[config.mk]
export PLATFORM = sky130hd
export DESIGN_NAME = gri_lane
export DESIGN_NICKNAME = d
export VERILOG_FILES = /design/src/rtl/gri_pkg.sv /design/src/rtl/gri_lane.sv
export SDC_FILE = /design/constraint.sdc
export NUM_CORES = 1
export LEC_CHECK = 0
export ABC_AREA = 0
export BUFFER_PORTS_ARGS = -buffer_cell sky130_fd_sc_hd__buf_2
export CORE_ASPECT_RATIO = 1.5
export CORE_MARGIN = 4
export CORE_UTILIZATION = 60
export CTS_CLUSTER_DIAMETER = 40
export DETAILED_ROUTE_END_ITERATION = 12
export HOLD_SLACK_MARGIN = 0.03
export PLACE_DENSITY = 0.83
export SYNTH_ARGS = -nofsm -noshare
export SYNTH_HDL_FRONTEND = slang
export SYNTH_SLANG_ARGS = --single-unit
[constraint.sdc]
create_clock -name clk -period 17.3 [get_ports clk]
set_input_delay 0.865 -clock clk [delete_from_list [all_inputs] [get_ports clk]]
set_output_delay 0.865 -clock clk [all_outputs]
set_load 0.05 [all_outputs]
[src/rtl/gri_pkg.sv]
`default_nettype none

package gri_pkg;

    localparam int AXIS_W  = 16;
    localparam int SCALE_W = 10;
    localparam int PROD_W  = 27;
    localparam int HEAD_W  = 29;
    localparam int ANGLE_W = 12;
    localparam int QUOT_W  = 17;
    localparam int SAT_W   = QUOT_W + 1;

    localparam int CFG_IDX_W  = 3;
    localparam int CFG_DATA_W = 16;

    localparam logic [CFG_IDX_W-1:0] REG_PRODUCT_KIND  = 3'd0;
    localparam logic [CFG_IDX_W-1:0] REG_MOUNT_KIND    = 3'd1;
    localparam logic [CFG_IDX_W-1:0] REG_ADAPTIVE_FLAG = 3'd2;
    localparam logic [CFG_IDX_W-1:0] REG_BIAS_X        = 3'd3;
    localparam logic [CFG_IDX_W-1:0] REG_BIAS_Y        = 3'd4;
    localparam logic [CFG_IDX_W-1:0] REG_BIAS_Z        = 3'd5;
    localparam logic [CFG_IDX_W-1:0] REG_RATE_SCALE    = 3'd6;

    localparam logic [3:0] MOUNT_K2 = 4'd2;
    localparam logic [3:0] MOUNT_K3 = 4'd3;
    localparam logic [3:0] MOUNT_K4 = 4'd4;
    localparam logic [3:0] MOUNT_K5 = 4'd5;
    localparam logic [3:0] MOUNT_K6 = 4'd6;
    localparam logic [3:0] MOUNT_K7 = 4'd7;
    localparam logic [3:0] MOUNT_K8 = 4'd8;
    localparam logic [3:0] MOUNT_K9 = 4'd9;

    localparam logic [SCALE_W-1:0] RATE_SCALE_RST = 10'd61;

    // x/800 = (x>>5)/25, x/40000 = (x>>6)/625; exact for 21-bit dividends
    localparam int  RCP25_SH   = 26;
    localparam int  RCP625_SH  = 31;
    localparam longint RCP25_L  = ((64'd1 << RCP25_SH) + 64'd24) / 64'd25;
    localparam longint RCP625_L = ((64'd1 << RCP625_SH) + 64'd624) / 64'd625;
    localparam logic [21:0] RCP25  = RCP25_L[21:0];
    localparam logic [21:0] RCP625 = RCP625_L[21:0];

    localparam logic signed [AXIS_W-1:0] RATE_LIMIT = 16'sd20000;
    localparam logic signed [SAT_W-1:0]  SAT_HI     = 18'sd32767;
    localparam logic signed [SAT_W-1:0]  SAT_LO     = -18'sd32768;
    localparam logic signed [HEAD_W-1:0] HALF_TURN  = 29'sd72000000;
    localparam logic signed [HEAD_W-1:0] FULL_TURN  = 29'sd144000000;
    localparam logic signed [ANGLE_W-1:0] ANGLE_MAX = 12'sd1800;

    typedef struct packed {
        logic                      product_kind;
        logic [3:0]                mount_kind;
        logic                      adaptive_flag;
        logic signed [AXIS_W-1:0]  bias_x;
        logic signed [AXIS_W-1:0]  bias_y;
        logic signed [AXIS_W-1:0]  bias_z;
        logic [SCALE_W-1:0]        rate_scale;
    } gri_cfg_t;

    typedef struct packed {
        logic adv;
        logic take0;
        logic take1;
        logic take2;
        logic first;
    } gri_ctl_t;

    typedef struct packed {
        logic signed [AXIS_W-1:0]  axis_x;
        logic signed [AXIS_W-1:0]  axis_y;
        logic signed [AXIS_W-1:0]  axis_z;
        logic signed [AXIS_W-1:0]  pitch_rate;
        logic signed [AXIS_W-1:0]  roll_rate;
        logic signed [AXIS_W-1:0]  yaw_rate;
        logic signed [ANGLE_W-1:0] yaw_angle;
    } gri_res_t;

endpackage

`default_nettype wire

[src/rtl/gri_lane.sv]
`default_nettype none

module gri_lane import gri_pkg::*;
(
    input  logic                     clk,
    input  logic                     rst_n,
    input  gri_ctl_t                 ctl,
    input  logic signed [AXIS_W-1:0] axis,
    input  logic signed [AXIS_W-1:0] bias,
    input  logic [SCALE_W-1:0]       scale,
    output logic signed [PROD_W-1:0] prod,
    output logic signed [AXIS_W-1:0] rate
);

    logic signed [AXIS_W:0]      diff;
    logic signed [PROD_W:0]      prod_full;
    logic signed [PROD_W-1:0]    prod_reg;
    logic [PROD_W-1:0]           mag;
    logic [42:0]                 recip;
    logic [QUOT_W-1:0]           quot_reg;
    logic                        neg_reg;
    logic signed [SAT_W-1:0]     quot_s;
    logic signed [AXIS_W-1:0]    sat;
    logic signed [AXIS_W-1:0]    last_reg;

    assign diff      = {axis[AXIS_W-1], axis} - {bias[AXIS_W-1], bias};
    assign prod_full = diff * $signed({1'b0, scale});

    always_ff @(posedge clk)
    begin
        if (ctl.take0)
        begin
            prod_reg <= prod_full[PROD_W-1:0];
        end
    end

    assign prod  = prod_reg;
    assign mag   = prod_reg[PROD_W-1] ? $unsigned(-prod_reg) : $unsigned(prod_reg);
    assign recip = mag[PROD_W-2:5] * RCP25;

    always_ff @(posedge clk)
    begin
        if (ctl.take1)
        begin
            quot_reg <= recip[RCP25_SH+QUOT_W-1:RCP25_SH];
            neg_reg  <= prod_reg[PROD_W-1];
        end
    end

    always_comb
    begin
        quot_s = neg_reg ? -$signed({1'b0, quot_reg}) : $signed({1'b0, quot_reg});
        if (quot_s > SAT_HI)
        begin
            sat = SAT_HI[AXIS_W-1:0];
        end
        else if (quot_s < SAT_LO)
        begin
            sat = SAT_LO[AXIS_W-1:0];
        end
        else
        begin
            sat = quot_s[AXIS_W-1:0];
        end
        if (!ctl.first && (sat > RATE_LIMIT || sat < -RATE_LIMIT))
        begin
            rate = last_reg;
        end
        else
        begin
            rate = sat;
        end
    end

    always_ff @(posedge clk or negedge rst_n)
    begin
        if (!rst_n)
        begin
            last_reg <= '0;
        end
        else if (ctl.take2)
        begin
            last_reg <= rate;
        end
    end

endmodule

`default_nettype wire

; After elaboration in Yosys (flattened, before gate mapping)
; Index checks and enable logic that the tools add are counted.
[totals]
register_bits = 61
output_inout_bits = 43
[op_classes]
n_reduce_logical = 3
mul = 2
mux = 5
magnitude_cmp = 4
add_sub_neg = 3
[ops]
columns = operator, count
row1 = 2-to-1 mux 16 bit, 3
row2 = "multiplier 21 x 22 -> 43 bit, second input constant", 1
row3 = multiplier 17 x 11 -> 27 bit, 1
row4 = 2-to-1 mux 26 bit, 1
row5 = negation 26 bit, 1
row6 = "> comparator 18 x 16 -> 1 bit, second input constant", 1
row7 = "less-than comparator 18 x 16 -> 1 bit, second input constant", 1
row8 = 2-to-1 mux 18 bit, 1
row9 = negation 17 -> 18 bit, 1
row10 = subtractor 16 x 16 -> 17 bit, 1
row11 = "> comparator 16 bit, second input constant", 1
row12 = "less-than comparator 16 bit, second input constant", 1
row13 = logical AND 1 bit, 1
row14 = logical NOT 1 bit, 1
row15 = logical OR 1 bit, 1

; Depth between registers and ports, before layout
[logic_depth]
word_depth = 9
mapped_depth = 31
depth_no_buf = 31

; Worst setup path before layout
; No wires, ideal clock.
[synth_timing]
path_kind = reg2reg
startpoint = reg prod_reg[0], in the netlist prod[0]
endpoint = reg quot_reg[15] (data pin)
path_stages_with_launch = 27
period_less_slack_ns = 9.527
slack_ns = 7.773
required_time_ns = 17.038
arrival_time_ns = 9.265
path_cell_list = edfxtp_1 or4_4 or3_4 or4_4 or4b_4 or4_4 or3_4 or3_4 nand2_1 xor2_1 fa_1 inv_1 fa_1 fa_1 fa_1 fa_1 fa_1 ha_1 ha_1 a21o_1 a21o_1 a221o_1 nor3_1 o21ai_0 a41oi_1 a21oi_1 xor2_1
[synth_between]
elab_chain_cells = 3
[synth_rtl]
columns = element, line
row1 = "start, declared", gri_lane.sv:17  ; logic signed [PROD_W-1:0] prod_reg;
row2 = "start signal, assigned", gri_lane.sv:33  ; prod_reg <= prod_full[PROD_W-1:0];
row3 = negation 26 bit, gri_lane.sv:38  ; assign mag = prod_reg[PROD_W-1] ? $unsigned(-prod_reg) : $unsigned(prod_reg);
row4 = 2-to-1 mux 26 bit, gri_lane.sv:38
row5 = multiplier 21 x 22 -> 43 bit, gri_lane.sv:39  ; assign recip = mag[PROD_W-2:5] * RCP25;
row6 = named net recip[41], gri_lane.sv:19  ; logic [42:0] recip;
row7 = "end signal, assigned", gri_lane.sv:45  ; quot_reg <= recip[RCP25_SH+QUOT_W-1:RCP25_SH];
row8 = "end, declared", gri_lane.sv:20  ; logic [QUOT_W-1:0] quot_reg;
; The timed path passes the listed nets, and every way through them passes these cells.
; A chain may end at the register's enable or synchronous reset.

; Worst setup path in the final report
[layout_timing]
startpoint = reg prod_reg[0], in the netlist prod[0]
endpoint = reg quot_reg[14] (data pin)
; Same word-level chain as after synthesis.

==> flow_metrics.tcl <==
set metrics [dict create \
    status "completed" \
    cap_violations 0 \
    post_cts_buffers 0 \
    yosysTopAreaCellShare 0.343 \
    path_common_cell "fa_1" \
    grt-ovfl-total 0 \
    grt_pass1_wl_um 69500 \
    ant_nets 0 \
    cts_buffer_depth 2 \
    routed_wl_um 41400 \
    syn_to_final_growth_pct 6.30 \
    synth_edf_count 45 \
    hold_path_class "input port to asynchronous set/reset pin" \
    fin_setup_tns_ns 0 \
    netlist_area_um2 17900 \
    grt_max_degree 28 \
    ys_top_cells_by_count "inv_1, fa_1, ha_1, nand2_1, and2_1" \
    cts_made_buffers 9 \
    fin_skew_ns 0.00854 \
    grt_antenna_before_repair 0 \
    slew_violations 0 \
    core_area_um2 29500 \
    synth_cells 1883 \
    root_buffer "clkbuf_16" \
    slowest_delay_ns 0.59 \
    avgSynthCellArea_um2 9.49 \
    wl_per_cell_um 17.7 \
    min_period_over_period 0.587 \
    fill_cells 2299 \
    dp_cells 2327 \
    min_period_ns 10.16 \
    clk_pin_slew_ns 0.06 \
    fp.dieArea_um2 32700 \
    globalplace.congestion 0.995 \
    dp_hpwl_um 35800 \
    die_y_um 219 \
    r2r_slack_ns 7.14 \
    n_antenna_cell 0 \
    synth_ff_type "edfxtp_1" \
    hold_violations 0 \
    drt_iter0_drc 512 \
    grt_pass1_vias 14500 \
    grt_usage 0.266 \
    start_util 0.606 \
    critPathMaxFanout 6 \
    numPortBuffers 90 \
    rr_startpoint "prod[0]$_DFFE_PP_" \
    hold_ws_ns 0.412 \
    max_slew.worst_pin.slew_ns 1.14 \
    clock-sinks 61 \
    nets 2581 \
    rsz0062_at_grt "no" \
    synth_cell_types 64 \
    via_per_inst 5.67 \
    cp.arrival_ns 10.26 \
    required_ns 17.40 \
    syn-num-nets 2521 \
    yosys_warnings 0 \
    cts-htree-levels 3 \
    yosysTopAreaCell "fa_1" \
    yosysMostFrequentCell "inv_1" \
    fin_cells 2343 \
    slew_headroom 0.234 \
    cts_resized 0 \
    synthTopCellsByArea "fa_1, ha_1, inv_1" \
    drtPass1Iterations 7 \
    synthArstFlopShare 0.262 \
    reg2reg_depth 26 \
    largest_reg_flops 27 \
    seqCellArea_um2 1750 \
    ios 92 \
    cp.buffers_inverters 1 \
    die_w_um 149 \
    crit_path_start_kind "flip-flop" \
    cp-end-kind "flip-flop" \
    fmax_ghz 0.0984 \
    hold_buffers 0 \
    multi_input_area_um2 14200 \
    worstSkewPairLatency_ns 0.35 \
    synth_seq_cells 61 \
    cts_tree "built" \
    r2r_end "quot_reg[14]$_DFFE_PP_" \
    final_layout_size_suffix_gt1_frac 0.0811 \
    path_class "flip-flop to flip-flop" \
    setup_viol 0 \
    drc_errors 0 \
    critical_path.slowest_cell "fa_1" \
    ys_seq_area_frac 0.0980 \
    fp-row-count 77 \
    cp_top_family "simple AND/OR/NAND/NOR gates" \
    via_count 13300 \
]
-- cells in the final DEF, fill, tap and decap left out, drive strengths merged, types with 4 or more instances in the layout --
| cell | netlist | routed |
|---|---|---|
| xnor2 | 58 | 58 |
| and2 | 68 | 68 |
| dfrtp | 16 | 16 |
| nand4 | 6 | 6 |
| ha | 283 | 283 |
| o22ai | 4 | 4 |
| or4 | 9 | 9 |
| a311oi | 6 | 6 |
| nor3 | 21 | 21 |
| xor2 | 34 | 34 |
| o31ai | 16 | 16 |
| o211ai | 10 | 10 |
| nor2b | 18 | 18 |
| edfxtp | 45 | 45 |
| or3 | 17 | 17 |
| fa | 306 | 306 |
| a21o | 10 | 10 |
| buf | 3 | 94 |
| or2 | 6 | 6 |
| a211oi | 12 | 12 |
| nand2b | 11 | 11 |
| and3 | 14 | 14 |
| clkbuf | 42 | 10 |
| a21boi | 5 | 5 |
| nand2 | 132 | 132 |
| o21ai | 54 | 54 |
| o21a | 8 | 8 |
| mux2 | 27 | 27 |
| nand3 | 40 | 40 |
| nor2 | 42 | 42 |
| a21oi | 39 | 39 |
| inv | 465 | 468 |
| o21bai | 7 | 7 |
| a31oi | 8 | 8 |
-- cell type report --
type,instances,area share
Timing Repair Buffer,94,0.0253
Inverter,465,0.0919
Clock inverter,6,0.00389
Multi-Input combinational cell,1312,0.748
Sequential cell,61,0.0922
Clock buffer,10,0.0132
Tap cell,395,0.0260
-- metrics by stage --
stage	setup slack, ns	area, um^2	util
6_report	7.14	19000	0.644
5_1_grt	6.79	19000	0.644
4_1_cts	7.14	19000	0.644
3_5_place_dp	7.20	18700	0.633
3_3_place_gp	7.27	18700	0.633
2_1_floorplan	7.77	17900	-
-- worst max-delay path by stage --
stage / slack [ns] / endpoint / cells after the start / start
finish: 7.14 / quot_reg[14]$_DFFE_PP_ / 26 / prod[0]$_DFFE_PP_
global route: 6.79 / quot_reg[15]$_DFFE_PP_ / 28 / prod[4]$_DFFE_PP_
CTS: 7.14 / quot_reg[16]$_DFFE_PP_ / 26 / prod[0]$_DFFE_PP_
detailed placement: 7.20 / quot_reg[16]$_DFFE_PP_ / 26 / prod[0]$_DFFE_PP_
global placement: 7.27 / quot_reg[15]$_DFFE_PP_ / 26 / prod[0]$_DFFE_PP_
floorplan: 7.77 / quot_reg[15]$_DFFE_PP_ / 26 / prod[0]$_DFFE_PP_
-- worst reg2reg max path: stages, from the launching register on --
cell	delay [ns]
edfxtp_1	0.38
or4_4	0.54
or3_4	0.37
or4_4	0.51
or4b_4	0.55
or4_4	0.47
or3_4	0.38
or3_4	0.40
nand2_1	0.13
xor2_1	0.37
fa_1	0.53
inv_1	0.16
fa_1	0.45
fa_1	0.59
fa_1	0.47
fa_1	0.53
fa_1	0.45
ha_1	0.29
ha_1	0.35
a21o_1	0.19
a21o_1	0.19
a221o_1	0.38
nor3_1	0.31
o21ai_0	0.23
a41oi_1	0.39
nor2b_1	0.22
xnor2_1	0.10
-- cell families (layout without fill, tap and decap cells) --
kind of cell,count (synthesis),after routing,share of synthesized area
compound gates,203,203,0.0752
xor+xnor,92,92,0.0451
fa+ha+maj,589,589,0.541
buf+inv,510,575,0.107
flops,61,61,0.0980
mux,29,29,0.0181
simple gates,399,399,0.115
-- layer usage --
metal	GRT usage	wire length, um
met1	0.279	14200
met2	0.512	22900
met3	0.0205	1550
met4	0.157	2740
met5	0	0
Power is not shown: default switching activity piles up to over one toggle a cycle in this logic, so the estimate is an artifact.
