$ cat src/rtl/gri_pkg.sv
`default_nettype none

package gri_pkg;

    localparam int AXIS_W  = 16;
    localparam int SCALE_W = 10;
    localparam int PROD_W  = 27;
    localparam int HEAD_W  = 29;
    localparam int ANGLE_W = 12;
    localparam int QUOT_W  = 17;
    localparam int SAT_W   = QUOT_W + 1;

    localparam int CFG_IDX_W  = 3;
    localparam int CFG_DATA_W = 16;

    localparam logic [CFG_IDX_W-1:0] REG_PRODUCT_KIND  = 3'd0;
    localparam logic [CFG_IDX_W-1:0] REG_MOUNT_KIND    = 3'd1;
    localparam logic [CFG_IDX_W-1:0] REG_ADAPTIVE_FLAG = 3'd2;
    localparam logic [CFG_IDX_W-1:0] REG_BIAS_X        = 3'd3;
    localparam logic [CFG_IDX_W-1:0] REG_BIAS_Y        = 3'd4;
    localparam logic [CFG_IDX_W-1:0] REG_BIAS_Z        = 3'd5;
    localparam logic [CFG_IDX_W-1:0] REG_RATE_SCALE    = 3'd6;

    localparam logic [3:0] MOUNT_K2 = 4'd2;
    localparam logic [3:0] MOUNT_K3 = 4'd3;
    localparam logic [3:0] MOUNT_K4 = 4'd4;
    localparam logic [3:0] MOUNT_K5 = 4'd5;
    localparam logic [3:0] MOUNT_K6 = 4'd6;
    localparam logic [3:0] MOUNT_K7 = 4'd7;
    localparam logic [3:0] MOUNT_K8 = 4'd8;
    localparam logic [3:0] MOUNT_K9 = 4'd9;

    localparam logic [SCALE_W-1:0] RATE_SCALE_RST = 10'd61;

    // x/800 = (x>>5)/25, x/40000 = (x>>6)/625; exact for 21-bit dividends
    localparam int  RCP25_SH   = 26;
    localparam int  RCP625_SH  = 31;
    localparam longint RCP25_L  = ((64'd1 << RCP25_SH) + 64'd24) / 64'd25;
    localparam longint RCP625_L = ((64'd1 << RCP625_SH) + 64'd624) / 64'd625;
    localparam logic [21:0] RCP25  = RCP25_L[21:0];
    localparam logic [21:0] RCP625 = RCP625_L[21:0];

    localparam logic signed [AXIS_W-1:0] RATE_LIMIT = 16'sd20000;
    localparam logic signed [SAT_W-1:0]  SAT_HI     = 18'sd32767;
    localparam logic signed [SAT_W-1:0]  SAT_LO     = -18'sd32768;
    localparam logic signed [HEAD_W-1:0] HALF_TURN  = 29'sd72000000;
    localparam logic signed [HEAD_W-1:0] FULL_TURN  = 29'sd144000000;
    localparam logic signed [ANGLE_W-1:0] ANGLE_MAX = 12'sd1800;

    typedef struct packed {
        logic                      product_kind;
        logic [3:0]                mount_kind;
        logic                      adaptive_flag;
        logic signed [AXIS_W-1:0]  bias_x;
        logic signed [AXIS_W-1:0]  bias_y;
        logic signed [AXIS_W-1:0]  bias_z;
        logic [SCALE_W-1:0]        rate_scale;
    } gri_cfg_t;

    typedef struct packed {
        logic adv;
        logic take0;
        logic take1;
        logic take2;
        logic first;
    } gri_ctl_t;

    typedef struct packed {
        logic signed [AXIS_W-1:0]  axis_x;
        logic signed [AXIS_W-1:0]  axis_y;
        logic signed [AXIS_W-1:0]  axis_z;
        logic signed [AXIS_W-1:0]  pitch_rate;
        logic signed [AXIS_W-1:0]  roll_rate;
        logic signed [AXIS_W-1:0]  yaw_rate;
        logic signed [ANGLE_W-1:0] yaw_angle;
    } gri_res_t;

endpackage

`default_nettype wire

$ cat src/rtl/gri_heading.sv
`default_nettype none

module gri_heading import gri_pkg::*;
(
    input  logic                      clk,
    input  logic                      rst_n,
    input  gri_ctl_t                  ctl,
    input  logic                      yaw_en,
    input  logic signed [PROD_W-1:0]  prod_z,
    output logic signed [HEAD_W-1:0]  heading,
    output logic signed [ANGLE_W-1:0] angle
);

    logic signed [HEAD_W-1:0]  heading_reg;
    logic signed [HEAD_W-1:0]  heading_next;
    logic signed [HEAD_W-1:0]  acc;
    logic signed [HEAD_W-1:0]  hd_reg;
    logic [HEAD_W-1:0]         mag;
    logic [42:0]               recip;
    logic [ANGLE_W-1:0]        quot;

    always_comb
    begin
        acc = heading_reg + {{(HEAD_W-PROD_W){prod_z[PROD_W-1]}}, prod_z};
        if (acc > HALF_TURN)
        begin
            acc = acc - FULL_TURN;
        end
        else if (acc < -HALF_TURN)
        begin
            acc = acc + FULL_TURN;
        end
        heading_next = yaw_en ? acc : heading_reg;
    end

    always_ff @(posedge clk or negedge rst_n)
    begin
        if (!rst_n)
        begin
            heading_reg <= '0;
        end
        else if (ctl.take1)
        begin
            heading_reg <= heading_next;
        end
    end

    always_ff @(posedge clk)
    begin
        if (ctl.take1)
        begin
            hd_reg <= heading_next;
        end
    end

    assign heading = heading_reg;
    assign mag     = hd_reg[HEAD_W-1] ? $unsigned(-hd_reg) : $unsigned(hd_reg);
    assign recip   = mag[HEAD_W-3:6] * RCP625;
    assign quot    = recip[RCP625_SH+ANGLE_W-1:RCP625_SH];
    assign angle   = hd_reg[HEAD_W-1] ? -$signed(quot) : $signed(quot);

endmodule

`default_nettype wire

$ cat config.mk
export PLATFORM = sky130hd
export DESIGN_NAME = gri_heading
export DESIGN_NICKNAME = d
export VERILOG_FILES = /design/src/rtl/gri_pkg.sv /design/src/rtl/gri_heading.sv
export SDC_FILE = /design/constraint.sdc
export NUM_CORES = 1
export LEC_CHECK = 0
export ABC_AREA = 0
export ABC_CLOCK_PERIOD_IN_PS = 15800
export BUFFER_PORTS_ARGS = -buffer_cell sky130_fd_sc_hd__buf_2
export CAP_MARGIN = 25
export CORE_UTILIZATION = 51
export CTS_CLUSTER_SIZE = 8
export DETAILED_ROUTE_END_ITERATION = 7
export PLACE_DENSITY = 0.77
export REMOVE_ABC_BUFFERS = 1
export SYNTH_ARGS = -nofsm -noshare
export SYNTH_HDL_FRONTEND = slang
export SYNTH_SLANG_ARGS = --single-unit
$ cat constraint.sdc
create_clock -name clk -period 15.8 [get_ports clk]
set_input_delay 3.16 -clock clk [delete_from_list [all_inputs] [get_ports clk]]
set_output_delay 3.16 -clock clk [all_outputs]
set_load 0.005 [all_outputs]
# Word-level counts from Yosys, hierarchy flattened
# Index checks and enable logic that the tools add are counted.
dict set report word_totals {
  input_bits 35
  elab_cells 15
  out_inout_bits 41
  register_bits 58
}
dict set report classes {
  muxes 5
  magnitude_cmp 2
  n_mul 1
  add_sub_neg 5
}
# op n
set ops {}
lappend ops {{two-way mux 29 bit} 3}
lappend ops {{multiplier 21 x 21 -> 42 bit, second input constant} 1}
lappend ops {{adder 29 bit} 1}
lappend ops {{adder 29 bit, second input constant} 1}
lappend ops {{> comparator 29 x 28 -> 1 bit, second input constant} 1}
lappend ops {{< comparator 29 x 28 -> 1 bit, second input constant} 1}
lappend ops {{subtractor 29 bit, second input constant} 1}
lappend ops {{two-way mux 27 bit} 1}
lappend ops {{negator 27 bit} 1}
lappend ops {{two-way mux 12 bit} 1}
lappend ops {{negator 12 bit} 1}

# Depth between registers and ports, before layout
dict set report depth {
  depth_word 5
  mapped_depth 35
}

# Least setup slack after synthesis
# Ideal clock, no wire load.
dict set report synth_timing {
  path_type {reg2out}
  startpoint {reg hd_reg[3]}
  endpoint {out angle[11]}
  path_stages_with_launch 35
  path_slack_ns 3.302
  arrival_ns 9.338
  t_required_ns 12.640
  path_cell_list {edfxtp_1 nor4_1 nand2_1 or4_4 or4_4 or4_4 or4_4 or3_4 or4_4 or3_4 o21ai_2 xnor2_1 ha_1 inv_1 fa_1 inv_1 fa_1 fa_1 fa_1 inv_1 fa_1 inv_1 ha_1 a21oi_1 o21ai_0 a2111oi_0 o21ai_0 o21ai_0 nand3_1 a31oi_1 o21bai_1 xnor2_1 nand4_1 o31ai_1 xnor2_1}
}
dict set report synth_between {
  elab_chain_cells 5
}
# item line
set synth_rtl {}
lappend synth_rtl {{start, declared} gri_heading.sv:17} ;# logic signed [HEAD_W-1:0] hd_reg;
lappend synth_rtl {{start signal, assigned} gri_heading.sv:52} ;# hd_reg <= heading_next;
lappend synth_rtl {{negator 27 bit (*)} gri_heading.sv:57} ;# assign mag = hd_reg[HEAD_W-1] ? $unsigned(-hd_reg) : $unsigned(hd_reg);
lappend synth_rtl {{two-way mux 27 bit (*)} gri_heading.sv:57}
lappend synth_rtl {{multiplier 21 x 21 -> 42 bit (*)} gri_heading.sv:58} ;# assign recip = mag[HEAD_W-3:6] * RCP625;
lappend synth_rtl {{negator 12 bit} gri_heading.sv:60} ;# assign angle = hd_reg[HEAD_W-1] ? -$signed(quot) : $signed(quot);
lappend synth_rtl {{two-way mux 12 bit (*)} gri_heading.sv:60}
lappend synth_rtl {{end, declared} gri_heading.sv:11} ;# output logic signed [ANGLE_W-1:0] angle
# Mark *: on every way between the ends. The rest lies on a longest branch, timed or not.

# Worst setup path in the final report
# Same ends and word-level chain as after synthesis.

==> results by stage <==
STA:
- The count of endpoints failing hold in the final timing report is 0.
- Setup violations remaining at the end of the flow were counted as 0.
- Setup repair after global routing left no endpoint under its margin.
- The number of pins with negative max-slew slack in the final report is 0.
- The total negative slack is 0 ns.
- The actual slew at the worst max-slew pin is 1.066 ns.
- Static timing analysis puts the maximum clock frequency at 70.23 MHz.
- The final worst clock skew is 0.007694 ns.
- Of the available clock period, the critical path in the final layout requires 0.9012.
- The remaining max-slew budget at the tightest pin is 0.2869.
- The shortest period the worst path allows is 14.24 ns.
- On the final layout, the worst hold slack is 0.5234 ns.

Finish:
- Of the cells placed in the final design, the portion with a size suffix greater than 1 is 0.09432.
- The multi-input logic area is ~11000 µm².
- The sequential cells in the finished layout cover a total of about 1600 µm².
- The antenna diode count is 0.
- In the final design database the tool counted 1949 nets.
- Fill cells in the final layout number 2264.
- For this run, the number of standard cells in the final layout without fillers is 1878.
- The area growth from synthesis to layout is 7.252%.

Drt:
- Once detail routing completed, the nets flagged for antenna violations numbered 0.
- The count of vias placed by the detailed router is 10690.
- The met1 wire length is 14910 µm.
- The detailed-routed wire length on met2 is 15980 µm.
- The amount of wire on met3 after detailed routing is 1198 µm.
- The routed via count divided by cell count is 5.694.
- The detailed-route wire length per cell is about 17 µm.
- In this run, the number of DRC markers left after iteration 0 of detailed routing was 710.
- In the routed design, unresolved DRC markers number 0.
- The wire length reported by the detailed router is 32840 µm.
- The first detailed-routing pass ran for 6 iterations.
- The highest metal layer with signal wires is met4.

Clock tree:
- Clock-pin slew was measured on the worst setup and hold paths at 0.05 ns.
- Clock latency on the worst-skew pair, taken at its later pin, is between 0.3 and 0.4 ns.
- The number of levels the H-tree was split into is 3.
- CTS placed an instance of sky130_fd_sc_hd__clkbuf_16 at the clock tree root.
- The TritonCTS sink count is 57.
- The total of hold buffers inserted after clock tree synthesis is 0.
- The TritonCTS clock tree is built.
- Counting along the longest clock path gives a buffer depth of 2.
- The post-CTS setup buffer count is 0.
- The total CTS buffers is 9.
- Post-CTS repair changed the size of 0 cells.

Floorplan:
- The initial utilization of the core area, before any placement, comes to 0.5250.
- The die covers 26870 µm².
- Pin placement for this block handled 76 I/O pins.
- The vertical die dimension is 163.9 µm.
- The number of placement rows is 58.
- The total core area is between 20000 and 30000 µm².
- The floorplan step set the die width to around 160 µm.

Synthesis:
- Ranked by instance count, the synthesized netlist is headed by sky130_fd_sc_hd__inv_1, sky130_fd_sc_hd__ha_1, sky130_fd_sc_hd__fa_1.
- The number of enable-type register cells in the synthesized netlist is 28.
- The area of the mapped netlist is 13370 µm².
- The count of yosys warnings during synthesis is 0.
- By area the synthesized netlist is led by sky130_fd_sc_hd__fa_1, sky130_fd_sc_hd__ha_1, sky130_fd_sc_hd__inv_1.
- The fraction of the yosys area taken by sequential cells is 0.1172.
- The cell with the most instances after synthesis is sky130_fd_sc_hd__inv_1.
- After synthesis, the mean cell area works out to 8.968 µm².
- The netlist uses 72 different library cells.
- The share of synthesized area in the top cell type comes to 0.2276.
- The cell taking the most area after synthesis is sky130_fd_sc_hd__fa_1.
- The number of standard cells after synthesis is 1491.
- The most used flip-flop cell after synthesis is sky130_fd_sc_hd__dfrtp_1.
- The share of flip-flops with an asynchronous set or reset is 0.5088.
- The number of storage elements in the synthesis netlist is 57.

Setup path:
- The maximum net fanout on the critical path is 5.
- The slowest stage of the critical path belongs to the cell sky130_fd_sc_hd__fa_1.
- The kind of critical path is flop to output port.
- The type of origin of the critical path is a flop.
- The worst path required time is 12.64 ns.
- The endpoint type of the worst setup path is an output port.
- The critical path's largest stage delay is approximately 0.53 ns.
- The critical path arrival is approximately 11 ns.

Placed design:
- After legalization and detailed placement, the total HPWL measured 28820 µm.
- The post-placement cell count is 1861.
- The port buffer count is between 70 and 80.
- The final weighted congestion in routability-driven placement is 0.9553.

Global routing:
- The largest net degree at the start of global routing is 38.
- The initial antenna violation count was 0.
- The overflow left after global routing is 0.
- The global-route wire length before repair is ~53000 µm.
- The global-route total usage across every layer is 0.2539.
- The via count of the first global-routing pass is 10560.

Job:
- Max-cap violations in this run came to 0.

Status:
- The flow ran to the end, and the final reports show no timing, DRC or antenna violations.

Hold path:
- The class of the tightest hold or removal check is flop to flop.
-- layout make-up --
class                           instances  share of cell area
Sequential cell                        57              0.1092
Multi-Input combinational cell       1118              0.7404
Inverter                              283             0.07407
Clock buffer                            9             0.01570
Tap cell                              330             0.02879
Timing Repair Buffer                   74             0.02687
Clock inverter                          7            0.004973
-- placed cells by master, fill, tap and decap left out, types with 14 or more instances in the layout --
cell                       count
sky130_fd_sc_hd__inv_1       280
sky130_fd_sc_hd__ha_1        219
sky130_fd_sc_hd__fa_1        152
sky130_fd_sc_hd__nand2_1      95
sky130_fd_sc_hd__xnor2_1      75
sky130_fd_sc_hd__buf_2        71
sky130_fd_sc_hd__a21oi_1      66
sky130_fd_sc_hd__nor2_1       64
sky130_fd_sc_hd__o21ai_0      59
sky130_fd_sc_hd__xor2_1       35
sky130_fd_sc_hd__mux2_2       30
sky130_fd_sc_hd__dfrtp_1      29
sky130_fd_sc_hd__edfxtp_1     28
sky130_fd_sc_hd__a31oi_1      24
sky130_fd_sc_hd__nand3_1      23
sky130_fd_sc_hd__a21o_1       22
sky130_fd_sc_hd__nor3_1       21
sky130_fd_sc_hd__o31ai_1      16
sky130_fd_sc_hd__and3_1       15
sky130_fd_sc_hd__and2_1       15
sky130_fd_sc_hd__o211ai_1     14
-- worst max-delay path: cells and delay by family (launching register included) --
kind / cells / cell delay [ns]
XOR/XNOR: 3 / 0.71
adder cells (fa/ha/maj): 7 / 3.02
AND/OR/NAND/NOR: 11 / 3.74
buffers and inverters: 5 / 0.43
flip-flops: 1 / 0.36
AO/OA/AOI/OAI: 9 / 2.46
-- final timing paths --
check	cells after the start	end	from	slack [ns]
setup / recovery	35	angle[11]	hd_reg[3]$_DFFE_PP_	1.56
setup reg to reg	13	hd_reg[12]$_DFFE_PP_	heading[3]$_DFFE_PN0P_	10.07
hold reg to reg	2	flop	flop	0.52
hold / removal	2	flop	flop	0.52
min in group asynchronous	1	heading[0]$_DFFE_PN0P_	rst_n	2.89
max in group asynchronous	1	heading[21]$_DFFE_PN0P_	rst_n	12.42
-- per-layer routing --
| metal | global-route usage | vias to the layer above |
|---|---|---|
| met5 | 0 | - |
| met4 | 0.07113 | 0 |
| met3 | 0.01919 | 39 |
| met2 | 0.4459 | 262 |
| met1 | 0.3351 | 5214 |
| li1 | - | 5179 |
-- cells by family after synthesis --
| kind of cell | after synthesis | share of synthesized area |
|---|---|---|
| AOI/OAI and AO/OA | 281 | 0.1381 |
| muxes | 34 | 0.02826 |
| adders and majority gates | 371 | 0.4325 |
| buffers and inverters | 316 | 0.08880 |
| xor gates and xnor gates | 110 | 0.07205 |
| DFF | 57 | 0.1172 |
| and+or+nand+nor | 322 | 0.1231 |
-- through the flow --
stage,utilization,setup slack [ns],cell area (µm²)
2_1_floorplan,-,3.300,13250
3_3_place_gp,0.5508,2.103,14030
3_5_place_dp,0.5508,1.892,14030
4_1_cts,0.5624,1.516,14330
5_1_grt,0.5630,0.9127,14340
6_report,0.5630,1.561,14340
Power is left out: the tool's default activity adds up to more than one toggle a clock period on the data nets, which glitch-free logic cannot reach.
