[src/rtl/gri_pkg.sv]
`default_nettype none

package gri_pkg;

    localparam int AXIS_W  = 16;
    localparam int SCALE_W = 10;
    localparam int PROD_W  = 27;
    localparam int HEAD_W  = 29;
    localparam int ANGLE_W = 12;
    localparam int QUOT_W  = 17;
    localparam int SAT_W   = QUOT_W + 1;

    localparam int CFG_IDX_W  = 3;
    localparam int CFG_DATA_W = 16;

    localparam logic [CFG_IDX_W-1:0] REG_PRODUCT_KIND  = 3'd0;
    localparam logic [CFG_IDX_W-1:0] REG_MOUNT_KIND    = 3'd1;
    localparam logic [CFG_IDX_W-1:0] REG_ADAPTIVE_FLAG = 3'd2;
    localparam logic [CFG_IDX_W-1:0] REG_BIAS_X        = 3'd3;
    localparam logic [CFG_IDX_W-1:0] REG_BIAS_Y        = 3'd4;
    localparam logic [CFG_IDX_W-1:0] REG_BIAS_Z        = 3'd5;
    localparam logic [CFG_IDX_W-1:0] REG_RATE_SCALE    = 3'd6;

    localparam logic [3:0] MOUNT_K2 = 4'd2;
    localparam logic [3:0] MOUNT_K3 = 4'd3;
    localparam logic [3:0] MOUNT_K4 = 4'd4;
    localparam logic [3:0] MOUNT_K5 = 4'd5;
    localparam logic [3:0] MOUNT_K6 = 4'd6;
    localparam logic [3:0] MOUNT_K7 = 4'd7;
    localparam logic [3:0] MOUNT_K8 = 4'd8;
    localparam logic [3:0] MOUNT_K9 = 4'd9;

    localparam logic [SCALE_W-1:0] RATE_SCALE_RST = 10'd61;

    // x/800 = (x>>5)/25, x/40000 = (x>>6)/625; exact for 21-bit dividends
    localparam int  RCP25_SH   = 26;
    localparam int  RCP625_SH  = 31;
    localparam longint RCP25_L  = ((64'd1 << RCP25_SH) + 64'd24) / 64'd25;
    localparam longint RCP625_L = ((64'd1 << RCP625_SH) + 64'd624) / 64'd625;
    localparam logic [21:0] RCP25  = RCP25_L[21:0];
    localparam logic [21:0] RCP625 = RCP625_L[21:0];

    localparam logic signed [AXIS_W-1:0] RATE_LIMIT = 16'sd20000;
    localparam logic signed [SAT_W-1:0]  SAT_HI     = 18'sd32767;
    localparam logic signed [SAT_W-1:0]  SAT_LO     = -18'sd32768;
    localparam logic signed [HEAD_W-1:0] HALF_TURN  = 29'sd72000000;
    localparam logic signed [HEAD_W-1:0] FULL_TURN  = 29'sd144000000;
    localparam logic signed [ANGLE_W-1:0] ANGLE_MAX = 12'sd1800;

    typedef struct packed {
        logic                      product_kind;
        logic [3:0]                mount_kind;
        logic                      adaptive_flag;
        logic signed [AXIS_W-1:0]  bias_x;
        logic signed [AXIS_W-1:0]  bias_y;
        logic signed [AXIS_W-1:0]  bias_z;
        logic [SCALE_W-1:0]        rate_scale;
    } gri_cfg_t;

    typedef struct packed {
        logic adv;
        logic take0;
        logic take1;
        logic take2;
        logic first;
    } gri_ctl_t;

    typedef struct packed {
        logic signed [AXIS_W-1:0]  axis_x;
        logic signed [AXIS_W-1:0]  axis_y;
        logic signed [AXIS_W-1:0]  axis_z;
        logic signed [AXIS_W-1:0]  pitch_rate;
        logic signed [AXIS_W-1:0]  roll_rate;
        logic signed [AXIS_W-1:0]  yaw_rate;
        logic signed [ANGLE_W-1:0] yaw_angle;
    } gri_res_t;

endpackage

`default_nettype wire

[src/rtl/gri_remap.sv]
`default_nettype none

module gri_remap import gri_pkg::*;
(
    input  gri_cfg_t                 cfg,
    input  logic signed [AXIS_W-1:0] raw_x,
    input  logic signed [AXIS_W-1:0] raw_y,
    input  logic signed [AXIS_W-1:0] raw_z,
    output logic signed [AXIS_W-1:0] ax,
    output logic signed [AXIS_W-1:0] ay,
    output logic signed [AXIS_W-1:0] az
);

    logic signed [AXIS_W-1:0] tx;
    logic signed [AXIS_W-1:0] ty;
    logic signed [AXIS_W-1:0] tz;

    always_comb
    begin
        if (cfg.product_kind)
        begin
            tx = raw_x;
            ty = -raw_y;
            tz = -raw_z;
            case (cfg.mount_kind)
                MOUNT_K2:
                begin
                    ax = -ty; ay = tx;  az = tz;
                end
                MOUNT_K3:
                begin
                    ax = -tx; ay = -ty; az = tz;
                end
                MOUNT_K4:
                begin
                    ax = ty;  ay = -tx; az = tz;
                end
                MOUNT_K5:
                begin
                    ax = tx;  ay = -ty; az = -tz;
                end
                MOUNT_K6:
                begin
                    ax = ty;  ay = tx;  az = -tz;
                end
                MOUNT_K7:
                begin
                    ax = -tx; ay = ty;  az = -tz;
                end
                MOUNT_K8:
                begin
                    ax = -ty; ay = -tx; az = -tz;
                end
                default:
                begin
                    ax = tx;  ay = ty;  az = tz;
                end
            endcase
        end
        else
        begin
            tx = -raw_x;
            ty = -raw_y;
            tz = raw_z;
            case (cfg.mount_kind)
                MOUNT_K9:
                begin
                    ax = -tx; ay = -ty; az = tz;
                end
                MOUNT_K8:
                begin
                    ax = -ty; ay = tx;  az = tz;
                end
                MOUNT_K6:
                begin
                    ax = ty;  ay = -tx; az = tz;
                end
                default:
                begin
                    ax = tx;  ay = ty;  az = tz;
                end
            endcase
        end
        if (!cfg.adaptive_flag)
        begin
            ax = -raw_x;
            ay = raw_y;
            az = -raw_z;
        end
    end

endmodule

`default_nettype wire

[config.mk]
export PLATFORM = sky130hd
export DESIGN_NAME = gri_remap
export DESIGN_NICKNAME = d
export VERILOG_FILES = /design/src/rtl/gri_pkg.sv /design/src/rtl/gri_remap.sv
export SDC_FILE = /design/constraint.sdc
export NUM_CORES = 1
export LEC_CHECK = 0
export ABC_AREA = 0
export BUFFER_PORTS_ARGS = -buffer_cell sky130_fd_sc_hd__buf_2
export CELL_PAD_IN_SITES_DETAIL_PLACEMENT = 1
export CELL_PAD_IN_SITES_GLOBAL_PLACEMENT = 1
export CORE_MARGIN = 2
export CORE_UTILIZATION = 32
export DETAILED_ROUTE_END_ITERATION = 8
export PLACE_DENSITY_LB_ADDON = 0.1
export SLEW_MARGIN = 20
export SYNTH_ARGS = -nofsm -noshare
export SYNTH_HDL_FRONTEND = slang
export SYNTH_SLANG_ARGS = --single-unit
export TNS_END_PERCENT = 1
[constraint.sdc]
create_clock -name vclk -period 7.4
set_clock_uncertainty 0.15 [all_clocks]
set_input_delay 1.85 -clock vclk [all_inputs]
set_output_delay 1.85 -clock vclk [all_outputs]
set_load 0.02 [all_outputs]
# Word-level counts from Yosys, hierarchy flattened

Cells that the tools add are included.

Input port bits: 112
Output and inout port bits: 48
Flip-flop bits (word level): 0
Word-level logic and storage cells: 32

Equality and inequality tests: 8
Reductions and logical operators: 7
Add/sub/neg operators: 6
Mux-type cells: 11

Operator list:

| kind                                                                  | number |
|---|---|
| 16-bit case mux with 3 select lines                                   | 4 |
| 16-bit two-way mux                                                    | 7 |
| 16-bit negator                                                        | 6 |
| 4-bit by 3-bit equality test with 1-bit output, second input constant | 4 |
| 2-bit OR reduction                                                    | 6 |
| 4-bit by 2-bit equality test with 1-bit output, second input constant | 2 |
| 4-bit equality test, second input constant                            | 2 |
| 4-bit OR reduction                                                    | 1 |

# Depth between registers and ports, before layout

Gate-level depths: netlist of run 1.

Depth in word-level cells: 5
Mapped depth: 12
Depth with buffers taken out: 10

# Least setup slack after synthesis of run 1

Ideal clock, no wire load.

Path type: in2out
From: input port raw_y[0]
To: output port ax[11]
Slack: 0.341 ns
Arrival: 5.059 ns
Stages: 11
Data required time: 5.400 ns
Path through: clkbuf_1 > inv_1 > ha_1 > xor2_1 > nor3b_1 > o221ai_1 > nor2_1 > xnor2_1 > a21oi_1 > a21o_1 > a221oi_1

Longest elaborated chain between the ends: 5
Elaborated cells on any way between the ends: 6
Classes of those cells: add/sub: 2; mux: 4

RTL lines:

| item                                                   | RTL line                                          | RTL |
|---|---|---|
| start, declared                                        | gri_remap.sv:7                                    | `input logic signed [AXIS_W-1:0] raw_y,` |
| 16-bit negator (*)                                     | gri_remap.sv:23, gri_remap.sv:63                  |  |
| 16-bit negator                                         | gri_remap.sv:28, gri_remap.sv:52, gri_remap.sv:72 |  |
| 16-bit case mux with 3 select lines (on tied branches) | gri_remap.sv:65, gri_remap.sv:25                  |  |
| 16-bit two-way mux (*)                                 | gri_remap.sv:20                                   | `if (cfg.product_kind)` |
| 16-bit two-way mux (*)                                 | gri_remap.sv:84                                   | `if (!cfg.adaptive_flag)` |
| end, declared                                          | gri_remap.sv:9                                    | `output logic signed [AXIS_W-1:0] ax,` |

Every way passes the cells marked *; elsewhere a longest branch is shown, timed or not.

# Worst setup path after layout of run 1

Ends and elaborated chain as after synthesis.

==> results of run 1 <==
through the flow:
| stage | total power [mW] | instances | hold WS [ns] | worst slack (ns) | area [um^2] |
|---|---|---|---|---|---|
| floorplan | 0.2385 | 788 | 3.663 | 0.3414 | 4778 |
| global placement | 0.3585 | 1038 | 3.837 | 0.2720 | 5499 |
| detailed placement | 0.3668 | 1038 | 3.844 | 0.1403 | 5499 |
| CTS | 0.3686 | 1038 | 3.846 | 0.1188 | 5499 |
| global route | 0.4028 | 1038 | 3.863 | 0.02950 | 5505 |
| finish | 0.3728 | 1038 | 3.840 | 0.1104 | 5505 |
metal layers:
metal / wire (um) / track usage
met1: 10300 / 0.3864
met2: 11220 / 0.4943
met3: 1854 / 0.03653
met4: 588 / 0.07046
met5: 0 / 0
cell usage after synthesis, types with 6 or more instances:
| library cell | instances |
|---|---|
| sky130_fd_sc_hd__nand2_1 | 82 |
| sky130_fd_sc_hd__nor2_1 | 73 |
| sky130_fd_sc_hd__o21ai_0 | 73 |
| sky130_fd_sc_hd__a21oi_1 | 68 |
| sky130_fd_sc_hd__clkbuf_1 | 62 |
| sky130_fd_sc_hd__xnor2_1 | 45 |
| sky130_fd_sc_hd__nor3_1 | 33 |
| sky130_fd_sc_hd__xor2_1 | 31 |
| sky130_fd_sc_hd__a221oi_1 | 18 |
| sky130_fd_sc_hd__inv_1 | 18 |
| sky130_fd_sc_hd__o22ai_1 | 18 |
| sky130_fd_sc_hd__nand3_1 | 17 |
| sky130_fd_sc_hd__nor4_1 | 13 |
| sky130_fd_sc_hd__o211ai_1 | 13 |
| sky130_fd_sc_hd__o221ai_1 | 13 |
| sky130_fd_sc_hd__mux2i_1 | 11 |
| sky130_fd_sc_hd__a22oi_1 | 10 |
| sky130_fd_sc_hd__nand2b_1 | 10 |
| sky130_fd_sc_hd__or3_1 | 10 |
| sky130_fd_sc_hd__a31oi_1 | 8 |
| sky130_fd_sc_hd__and2_1 | 8 |
| sky130_fd_sc_hd__and3_1 | 7 |
| sky130_fd_sc_hd__nor3b_1 | 7 |
| sky130_fd_sc_hd__a211oi_1 | 6 |
| sky130_fd_sc_hd__a311oi_1 | 6 |
| sky130_fd_sc_hd__ha_1 | 6 |
| sky130_fd_sc_hd__nor2b_1 | 6 |
final timing paths:
kind                  cells past startpoint       from  slack (ns)     end
worst max-delay path                     12   raw_y[0]        0.11  ax[11]
worst min-delay path                      3  raw_z[15]        3.84  az[15]
cell type report:
cell class,count,area [um^2],area share
inverters,19,71.32,0.01295
well taps,184,230.2,0.04182
repair buffers,139,788.3,0.1432
multi-input cells,696,4415,0.8020
placed cells by master, fill, tap and decap left out, drive strengths merged, types with 7 or more instances in the layout:
cell type  netlist  final
a211oi           7      7
a21oi           68     68
a221oi          19     19
a22oi           10     10
a31oi            8      8
and2             8      8
and3             7      7
buf             11    139
inv             18     18
mux2i           11     11
nand2           82     82
nand2b          10     10
nand3           17     17
nor2            73     73
nor3            33     33
nor3b            7      7
nor4            17     17
o211ai          13     13
o21ai           73     73
o221ai          13     13
o22ai           18     18
or3             11     11
or4              7      7
xnor2           45     45
xor2            31     31
cell families after synthesis:
family | Yosys count | share of synthesized area
compound gates | 296 | 0.4135
mux | 13 | 0.02776
xor+xnor | 76 | 0.1393
fa+ha+maj | 6 | 0.01571
buf+inv | 92 | 0.07724
simple gates | 305 | 0.3265
report_power, final:
group	leakage [nW]	internal [mW]	total, mW	switching (mW)
clock network	0	0	0	0
logic	2.02	0.125	0.373	0.248
registers	0	0	0	0
worst min-delay path: cells and delay by family:
family,cells,cell delay [ns]
buffers and inverters,2,0.23
xor gates and xnor gates,1,0.06
==> impl_summary.txt, run 1 <==
----------------------------------------------------
[Yosys]
  Library cell occupying the most area in the post-synthesis netlist ... sky130_fd_sc_hd__xnor2_1
  Sequential area share after synthesis ... 0
  Top-area cell type share of the netlist area ... 0.08248
  Leading cell types by total area after synthesis ... sky130_fd_sc_hd__xnor2_1, sky130_fd_sc_hd__o21ai_0, sky130_fd_sc_hd__a21oi_1
  Average cell area after synthesis ... 6.064 um^2
  Cells after synthesis ... 788
  Post-Syn Nets ... between 900 and 1k
  Number of warnings reported in the yosys synthesis log ... 0
  Yosys cell types ... 75
  Mapped cell area ... around 4800 um^2

[Die]
  Core region area ... 14,530 um^2
  Standard-cell rows ... 44
  I/O pin cnt ... 160
  Initial cell density of the core ... 0.3288
  Die Ht ... 126.2 um
  Total die area ... about 16,000 um^2
  Die Wd ... around 130 um

[Clocking]
  Setup repair bufs after CTS ... 0
  Cells resized by post-CTS repair ... 0
  Hold buffers post-CTS ... 0

[Layout]
  Number of diodes ... 0
  Clkbuf count ... 0
  Layout area overhead ... 15.21%
  Flip-flop and latch area ... 0 um^2
  Count of sequential standard cells ... 0
  Share of the core filled with cells in the final layout ... 0.3788
  Layout cell share with drive strength beyond 1 ... 0.1909
  Final net count ... 974
  Final-layout fill cell count ... approximately 2k

[Worst setup path]
  Family with the most delay on the worst path ... compound AO/OA/AOI/OAI gates
  Crit path capture type ... output port
  Crit path buf inv count ... 3
  Required time of the critical path ... ~5.4 ns
  Classification of the worst setup path ... in2out
  Max stage delay on crit path ... ~0.68 ns
  Crit path DAT ... 5.29 ns
  Worst path most repeated cell ... sky130_fd_sc_hd__buf_2
  Cell-by-cell trace of the critical path ... buf_2, inv_1, ha_1, or4b_2, a2111oi_0, o221ai_2, nor2_1, xnor2_1, a21oi_1, a21o_1, a221oi_1, buf_2
  Startpoint types ... input port
  CP max FO ... 5
  Slowest cell on the critical path ... sky130_fd_sc_hd__or4b_2

[Outcome]
  Result of the run ... finished, final reports clean

[Placed design]
  Post-detail-place hpwl ... approximately 18 mm
  Number of buffers inserted by port buffering ... between 100 and 150
  Placer's final routability congestion estimate ... between 0.9 and 1

[Timing]
  Final setup TNS ... 0 ns
  Relative max-transition margin ... 0.2666
  Unrepaired setup endpoints after global routing ... false
  Total of endpoints with negative setup slack in the final report ... 0
  Number of endpoints with negative hold slack in the final report ... 0
  Count of final max-slew check failures ... 0
  Actual slew at the worst max-slew pin ... approximately 1.1 ns
  Fin crit share ... 0.9851
  Peak Freq ... 137.2 MHz
  Final min period ... between 7 and 8 ns

[Route]
  Number of iterations in the first detailed-routing pass ... 5
  Detail Route Antenna Nets ... 0
  Iteration-0 DRC Markers ... around 500
  Via density per instance ... ~6.5
  Final Routed Wirelength ... 23.96 mm
  Via total after detailed routing ... between 6k and 7k
  Wirelength per Cell ... approximately 23 um
  Number of DRC violations after detailed routing ... 0

[Power]
  Max rail drop VDD ... 0.00002345 V
  Total power density per cell area ... approximately 68 nW/um^2
  Static leakage ... between 2 and 2.5 nW

[Global routing]
  Largest net degree at the start of global routing ... 29
  Vias in the first global route ... around 6.7k
  Wire length of the first global-routing pass ... approximately 38 mm
  Total routing usage reported by global routing ... 0.2894
  Antenna violations before repair ... 0
  Total congestion overflow after global routing ... 0

[Flow run]
  Count of maximum capacitance violations ... 0

[Worst hold path]
  Tightest Hold Check Type ... in2out

----------------------------------------------------
Power figures use the tool's default switching activity.
==> inputs of run 2 (changes only) <==
--- a/config.mk
+++ b/config.mk
@@ -5,7 +5,7 @@
 export SDC_FILE = /design/constraint.sdc
 export NUM_CORES = 1
 export LEC_CHECK = 0
-export ABC_AREA = 0
+export ABC_AREA = 1
 export BUFFER_PORTS_ARGS = -buffer_cell sky130_fd_sc_hd__buf_2
 export CELL_PAD_IN_SITES_DETAIL_PLACEMENT = 1
 export CELL_PAD_IN_SITES_GLOBAL_PLACEMENT = 1
@@ -13,6 +13,7 @@
 export CORE_UTILIZATION = 32
 export DETAILED_ROUTE_END_ITERATION = 8
 export PLACE_DENSITY_LB_ADDON = 0.1
+export SKIP_LAST_GASP = 1
 export SLEW_MARGIN = 20
 export SYNTH_ARGS = -nofsm -noshare
 export SYNTH_HDL_FRONTEND = slang
==> constraint.sdc (replaced) <==
create_clock -name vclk -period 7.4
set_clock_uncertainty 0.15 [all_clocks]
set_input_delay 0 -clock vclk [all_inputs]
set_output_delay 0 -clock vclk [all_outputs]
set_load 0.02 [all_outputs]
==> run 2 against run 1 <==
- combinational power is essentially flat
- final area is 2.2% higher
- worst setup slack improved by 4.1 ns
- critical endpoint is now ay[8]
==> impl_summary.txt, run 2 <==
----------------------------------------------------
[Outcome]
  Result of the run ... finished, final reports clean

[Yosys]
  Post-Syn Nets ... about 1.1k
  Mapped cell area ... around 5000 um^2
  Complex-gate fraction of the synthesized area ... 0.2622
  Share of synthesized cell area in and, or, nand and nor gates ... 0.5430
  List of most frequent post-synthesis cells ... sky130_fd_sc_hd__nand2_1, sky130_fd_sc_hd__inv_1, sky130_fd_sc_hd__nand3_1
  Cells after synthesis ... ~1,000
  Post-Synth XOR/XNOR Area ... 0.04187
  Most frequent cell after synthesis ... sky130_fd_sc_hd__nand2_1
  Top-area cell type share of the netlist area ... 0.2256
  Share of cell area taken by muxes after synthesis ... 0
  Leading cell types by total area after synthesis ... sky130_fd_sc_hd__nand2_1, sky130_fd_sc_hd__nand3_1, sky130_fd_sc_hd__inv_1
  Number of warnings reported in the yosys synthesis log ... 0
  Largest family of logic cells by synthesized area ... simple AND/OR/NAND/NOR gates
  Yosys cell types ... between 40 and 50
  Average cell area after synthesis ... between 5 and 6 um^2
  Library cell occupying the most area in the post-synthesis netlist ... sky130_fd_sc_hd__nand2_1
  Adder-Cell Fraction of Synth Area ... 0.01504
  Sequential area share after synthesis ... 0

[Timing]
  Count of final max-slew check failures ... 0
  Peak Freq ... around 320 MHz
  Total of endpoints with negative setup slack in the final report ... 0
  Actual slew at the worst max-slew pin ... 0.9376 ns
  Fin crit share ... 0.4249
  Number of endpoints with negative hold slack in the final report ... 0
  Final setup TNS ... 0 ns
  Final min period ... around 3.1 ns
  Relative max-transition margin ... 0.3729
  Unrepaired setup endpoints after global routing ... false
  Setup slack after layout ... between 4 and 5 ns

[Route]
  Via total after detailed routing ... between 6k and 7k
  Wirelength per Cell ... ~18 um
  Detail Route Antenna Nets ... 0
  Iteration-0 DRC Markers ... 395
  Number of iterations in the first detailed-routing pass ... 5
  Final Routed Wirelength ... between 20 and 25 mm
  Number of DRC violations after detailed routing ... 0
  Via density per instance ... 5.494

[Worst hold path]
  Tightest Hold Check Type ... in2out
  Worst hold path cell count ... 2
  Min-Delay Endpoint ... az[0]
  Min-delay src ... raw_z[0]

[Power]
  Total power density per cell area ... 65.82 nW/um^2
  Max rail drop VDD ... approximately 0.000037 V
  Static leakage ... 2.789 nW

[Worst setup path]
  Classification of the worst setup path ... in2out
  Crit path capture type ... output port
  Required time of the critical path ... just over 7 ns
  CP max FO ... 19
  Startpoint types ... input port
  Crit path DAT ... ~3 ns

[Die]
  Total die area ... roughly 17,000 um^2
  Core region area ... 15,200 um^2
  Die Ht ... approximately 130 um
  I/O pin cnt ... 160
  Initial cell density of the core ... 0.3283
  Die Wd ... approximately 130 um
  Standard-cell rows ... 45

[Layout]
  Count of sequential standard cells ... 0
  Final net count ... around 1.2k
  Commonest cells after routing, fill and taps aside ... sky130_fd_sc_hd__nand2_1, sky130_fd_sc_hd__inv_1, sky130_fd_sc_hd__buf_2, sky130_fd_sc_hd__nand3_1, sky130_fd_sc_hd__o21ai_0
  Share of the core filled with cells in the final layout ... 0.3701
  Most common cell after layout, fill and taps aside ... sky130_fd_sc_hd__nand2_1
  Clkbuf count ... 0
  Layout cell share with drive strength beyond 1 ... 0.2034
  Layout area overhead ... 12.74%
  Number of diodes ... 0
  Flip-flop and latch area ... 0 um^2

[Placed design]
  Number of buffers inserted by port buffering ... just over 100
  Worst setup slack after placement ... around 4.3 ns
  Placer's final routability congestion estimate ... slightly above 0.9
  Post-detail-place hpwl ... approximately 18 mm

[Clocking]
  Cells resized by post-CTS repair ... 0
  Setup repair bufs after CTS ... 0
  Hold buffers post-CTS ... 0

[Flow run]
  Count of maximum capacitance violations ... 0

[Global routing]
  Total routing usage reported by global routing ... 0.2602
  Wire length of the first global-routing pass ... approximately 35 mm
  Largest net degree at the start of global routing ... ~50
  Vias in the first global route ... 6,739
  Total congestion overflow after global routing ... 0
  Antenna violations before repair ... 0

----------------------------------------------------
## run 2: changes by cell type in the layout (fill, tap and decap cells not counted), moves of 13 or more
cell                      previous run  this run
sky130_fd_sc_hd__nand3_1            17        85
sky130_fd_sc_hd__nor2_4              0        17
sky130_fd_sc_hd__inv_2               0        25
sky130_fd_sc_hd__nand2_1            82       300
sky130_fd_sc_hd__nor3_1             33        14
sky130_fd_sc_hd__nand2_2             0        31
sky130_fd_sc_hd__a21oi_1            68        53
sky130_fd_sc_hd__nor4_1             13         0
sky130_fd_sc_hd__inv_1              18       110
sky130_fd_sc_hd__xnor2_1            45         2
sky130_fd_sc_hd__buf_4              37         7
## run 2: worst max path at each step
stage / slack (ns) / end / from / cells past startpoint
floorplan: 5.43 / ay[10] / raw_y[0] / 14
global placement: 4.35 / ay[8] / cfg[60] / 15
detailed placement: 4.35 / ay[8] / cfg[60] / 15
CTS: 4.35 / ay[8] / cfg[60] / 15
global route: 4.06 / ay[8] / cfg[60] / 15
finish: 4.26 / ay[8] / cfg[60] / 15
## run 2: final cells by class
class / count / area (um^2)
fillers: 2271 / 9575
inverters: 140 / 525.5
multi-input cells: 823 / 4303
well taps: 188 / 235.2
repair buffers: 109 / 563.0
## run 2: stage by stage
step / power (mW) / hold WS, ns / std cells / instance area (um^2)
final: 0.3704 / 0.1018 / 1260 / 5627
after global routing: 0.4083 / 0.1280 / 1260 / 5627
after CTS: 0.3699 / 0.1044 / 1260 / 5627
after detailed placement: 0.3687 / 0.1041 / 1260 / 5627
after global placement: 0.3652 / 0.1092 / 1260 / 5627
after floorplan: 0.2476 / -0.03741 / 997 / 4991
## run 2: report_power, final
part | switching, mW | total, mW | internal [mW]
registers | 0 | 0 | 0
clock network | 0 | 0 | 0
logic | 0.261 | 0.370 | 0.109
## run 2: kinds of logic after synthesis
kind of cell,Yosys count
and+or+nand+nor,575
AOI/OAI and AO/OA,219
buffers and inverters,174
xor gates and xnor gates,23
adders and majority gates,6
## run 2: routing by layer
layer / vias up / track usage / wire [um]
met4: 0 / 0.07481 / 607
met1: 3248 / 0.3412 / 9861
li1: 3452 / - / -
met5: - / 0 / 0
met2: 186 / 0.4647 / 10750
met3: 36 / 0.009148 / 834
## run 2: critical path: stages
cell	delay [ns]
sky130_fd_sc_hd__buf_2	0.20
sky130_fd_sc_hd__nor2_4	0.16
sky130_fd_sc_hd__inv_2	0.07
sky130_fd_sc_hd__nor2_4	0.45
sky130_fd_sc_hd__inv_2	0.31
sky130_fd_sc_hd__nand2_4	0.20
sky130_fd_sc_hd__nor2_4	0.12
sky130_fd_sc_hd__inv_2	0.39
sky130_fd_sc_hd__nand2_2	0.18
sky130_fd_sc_hd__inv_2	0.24
sky130_fd_sc_hd__o31ai_1	0.11
sky130_fd_sc_hd__a31oi_1	0.17
sky130_fd_sc_hd__nand2_1	0.13
sky130_fd_sc_hd__nand2_1	0.08
sky130_fd_sc_hd__buf_2	0.15
==> inputs of run 3 (changes only) <==
--- a/config.mk
+++ b/config.mk
@@ -5,7 +5,7 @@
 export SDC_FILE = /design/constraint.sdc
 export NUM_CORES = 1
 export LEC_CHECK = 0
-export ABC_AREA = 1
+export ABC_AREA = 0
 export BUFFER_PORTS_ARGS = -buffer_cell sky130_fd_sc_hd__buf_2
 export CELL_PAD_IN_SITES_DETAIL_PLACEMENT = 1
 export CELL_PAD_IN_SITES_GLOBAL_PLACEMENT = 1
==> constraint.sdc (replaced) <==
create_clock -name vclk -period 2.8
set_clock_uncertainty 0.15 [all_clocks]
set_input_delay 0 -clock vclk [all_inputs]
set_output_delay 0 -clock vclk [all_outputs]
set_load 0.02 [all_outputs]
==> run 3 against run 2 <==
- the run now ends with setup timing left
- largest power group unchanged
- via count rose by 4.0%
- total power rose to 3.1 times the previous value
- worst hold slack improved by 0.046 ns
==> impl_summary.txt, run 3 (synthesis gave the netlist of run 1 again) <==
----------------------------------------------------
[Outcome]
  Result of the run ... complete, but fails checks
  Violated checks ... setup timing

[Die]
  I/O pin cnt ... 160
  Die Wd ... 126.2 um
  Total die area ... 15,930 um^2
  Standard-cell rows ... 44
  Initial cell density of the core ... 0.3288
  Die Ht ... between 100 and 150 um
  Core region area ... about 15,000 um^2

[Route]
  Routed length on met3 ... between 1.5 and 2 mm
  Number of DRC violations after detailed routing ... 0
  Final Routed Wirelength ... around 26 mm
  Wirelength per Cell ... around 22 um
  Number of iterations in the first detailed-routing pass ... 5
  Iteration-0 DRC Markers ... just under 500
  Met1 layer wirelength in the final routing ... 10.87 mm
  Met2 WL ... 12.47 mm
  Via total after detailed routing ... just over 7k
  Via density per instance ... around 6.3
  Top routing layer in use ... met4
  Detail Route Antenna Nets ... 0

[Placed design]
  Post-detail-place hpwl ... just over 20 mm
  Placed Cells incl. Taps ... 1,149
  Placer's final routability congestion estimate ... approximately 0.93
  Number of buffers inserted by port buffering ... ~100

[Layout]
  Share of the core filled with cells in the final layout ... 0.4602
  Layout cell share with drive strength beyond 1 ... 0.3326
  Clkbuf count ... 0
  Final-layout fill cell count ... ~2.0k
  Most common cell after layout, fill and taps aside ... sky130_fd_sc_hd__buf_4
  Commonest cells after routing, fill and taps aside ... sky130_fd_sc_hd__buf_4, sky130_fd_sc_hd__buf_2, sky130_fd_sc_hd__nand2_1, sky130_fd_sc_hd__o21ai_0, sky130_fd_sc_hd__nor2_1
  Count of non-filler cells in the finished layout ... between 1k and 1.5k
  Layout area overhead ... 39.98%
  Multi-input gate area ... approximately 4700 um^2
  Flip-flop and latch area ... 0 um^2
  Count of sequential standard cells ... 0
  Final net count ... roughly 1.1k
  Number of diodes ... 0

[Flow run]
  Count of maximum capacitance violations ... 0

[Worst hold path]
  Min-delay src ... raw_z[15]
  Tightest Hold Check Type ... in2out
  Min-Delay Endpoint ... az[15]
  Worst hold path cell count ... 3

[Timing]
  Total of endpoints with negative setup slack in the final report ... 11
  Count of final max-slew check failures ... 0
  Fin crit share ... 1.042
  Setup slack after layout ... -0.1170 ns
  Final min period ... about 2.9 ns
  Actual slew at the worst max-slew pin ... between 0.7 and 0.8 ns
  Number of endpoints with negative hold slack in the final report ... 0
  Final setup TNS ... -0.6021 ns
  Peak Freq ... 342.8 MHz
  Relative max-transition margin ... 0.4681
  Unrepaired setup endpoints after global routing ... true

[Worst setup path]
  Required time of the critical path ... around 2.7 ns
  Classification of the worst setup path ... in2out
  Crit path buf inv count ... 3
  CP max FO ... 6
  Startpoint types ... input port
  Cell-by-cell trace of the critical path ... buf_2, buf_4, or4_4, or4_4, or3_4, a211oi_2, nand4_1, mux2i_1, nor2_1, a221oi_2, buf_4
  Family with the most delay on the worst path ... simple AND/OR/NAND/NOR gates
  Slowest cell on the critical path ... sky130_fd_sc_hd__or4_4
  Crit path capture type ... output port
  Crit path DAT ... 2.77 ns
  Max stage delay on crit path ... ~0.47 ns

[Power]
  Max rail drop VDD ... between 0.00007 and 0.00008 V
  Static leakage ... between 2 and 3 nW
  Total Power ... approximately 1.1 mW
  Total power density per cell area ... approximately 170 nW/um^2

[Clocking]
  Hold buffers post-CTS ... 0

[Global routing]
  Antenna violations before repair ... 0
  Wire length of the first global-routing pass ... about 40 mm
  Total routing usage reported by global routing ... 0.3098
  Total congestion overflow after global routing ... 0
  Vias in the first global route ... ~7.4k
  Largest net degree at the start of global routing ... 23

----------------------------------------------------
==> run 3: repair_timing <==
action | CTS | global route
pin swaps | 3 | 10
setup endpoints to repair | 23 | 31
resized for setup | 20 | 35
buffers inserted | 1 | 2
==> run 3: through the flow <==
step	worst slack, ns	hold WS [ns]	instance area [um^2]
final	-0.1170	0.1479	6689
after global routing	-0.2672	0.1736	6689
after CTS	-0.2081	0.1532	6484
after detailed placement	-0.3551	0.1526	6387
after global placement	-0.2727	0.1417	6387
after floorplan	-0.1415	-0.03741	4833
==> run 3: per-layer routing <==
layer / vias to the layer above / track usage
li1: 3323 / -
met1: 3530 / 0.3954
met2: 300 / 0.5430
met3: 49 / 0.04545
met4: 0 / 0.08403
met5: - / 0
==> run 3: how the worst max path moves through the flow <==
stage,startpoint,depth (start not counted),slack [ns],to
after floorplan,raw_x[0],12,-0.14,ay[13]
after global placement,raw_x[0],14,-0.27,ay[14]
after detailed placement,raw_y[0],14,-0.36,ax[14]
after CTS,raw_x[1],13,-0.21,ay[9]
after global routing,raw_x[0],11,-0.27,ax[15]
final,raw_x[0],11,-0.12,ax[15]
==> run 3: area by class of cell <==
class,count,area share
inverter,19,0.01066
tap,184,0.03442
timing repair buffer,253,0.2471
multi-input combinational,696,0.7078
==> run 3: power by group <==
group / internal [mW] / switching, mW / total [mW]
combinational: 0.430 / 0.709 / 1.14
sequential: 0 / 0 / 0
clock: 0 / 0 / 0
total: 0.430 / 0.709 / 1.14
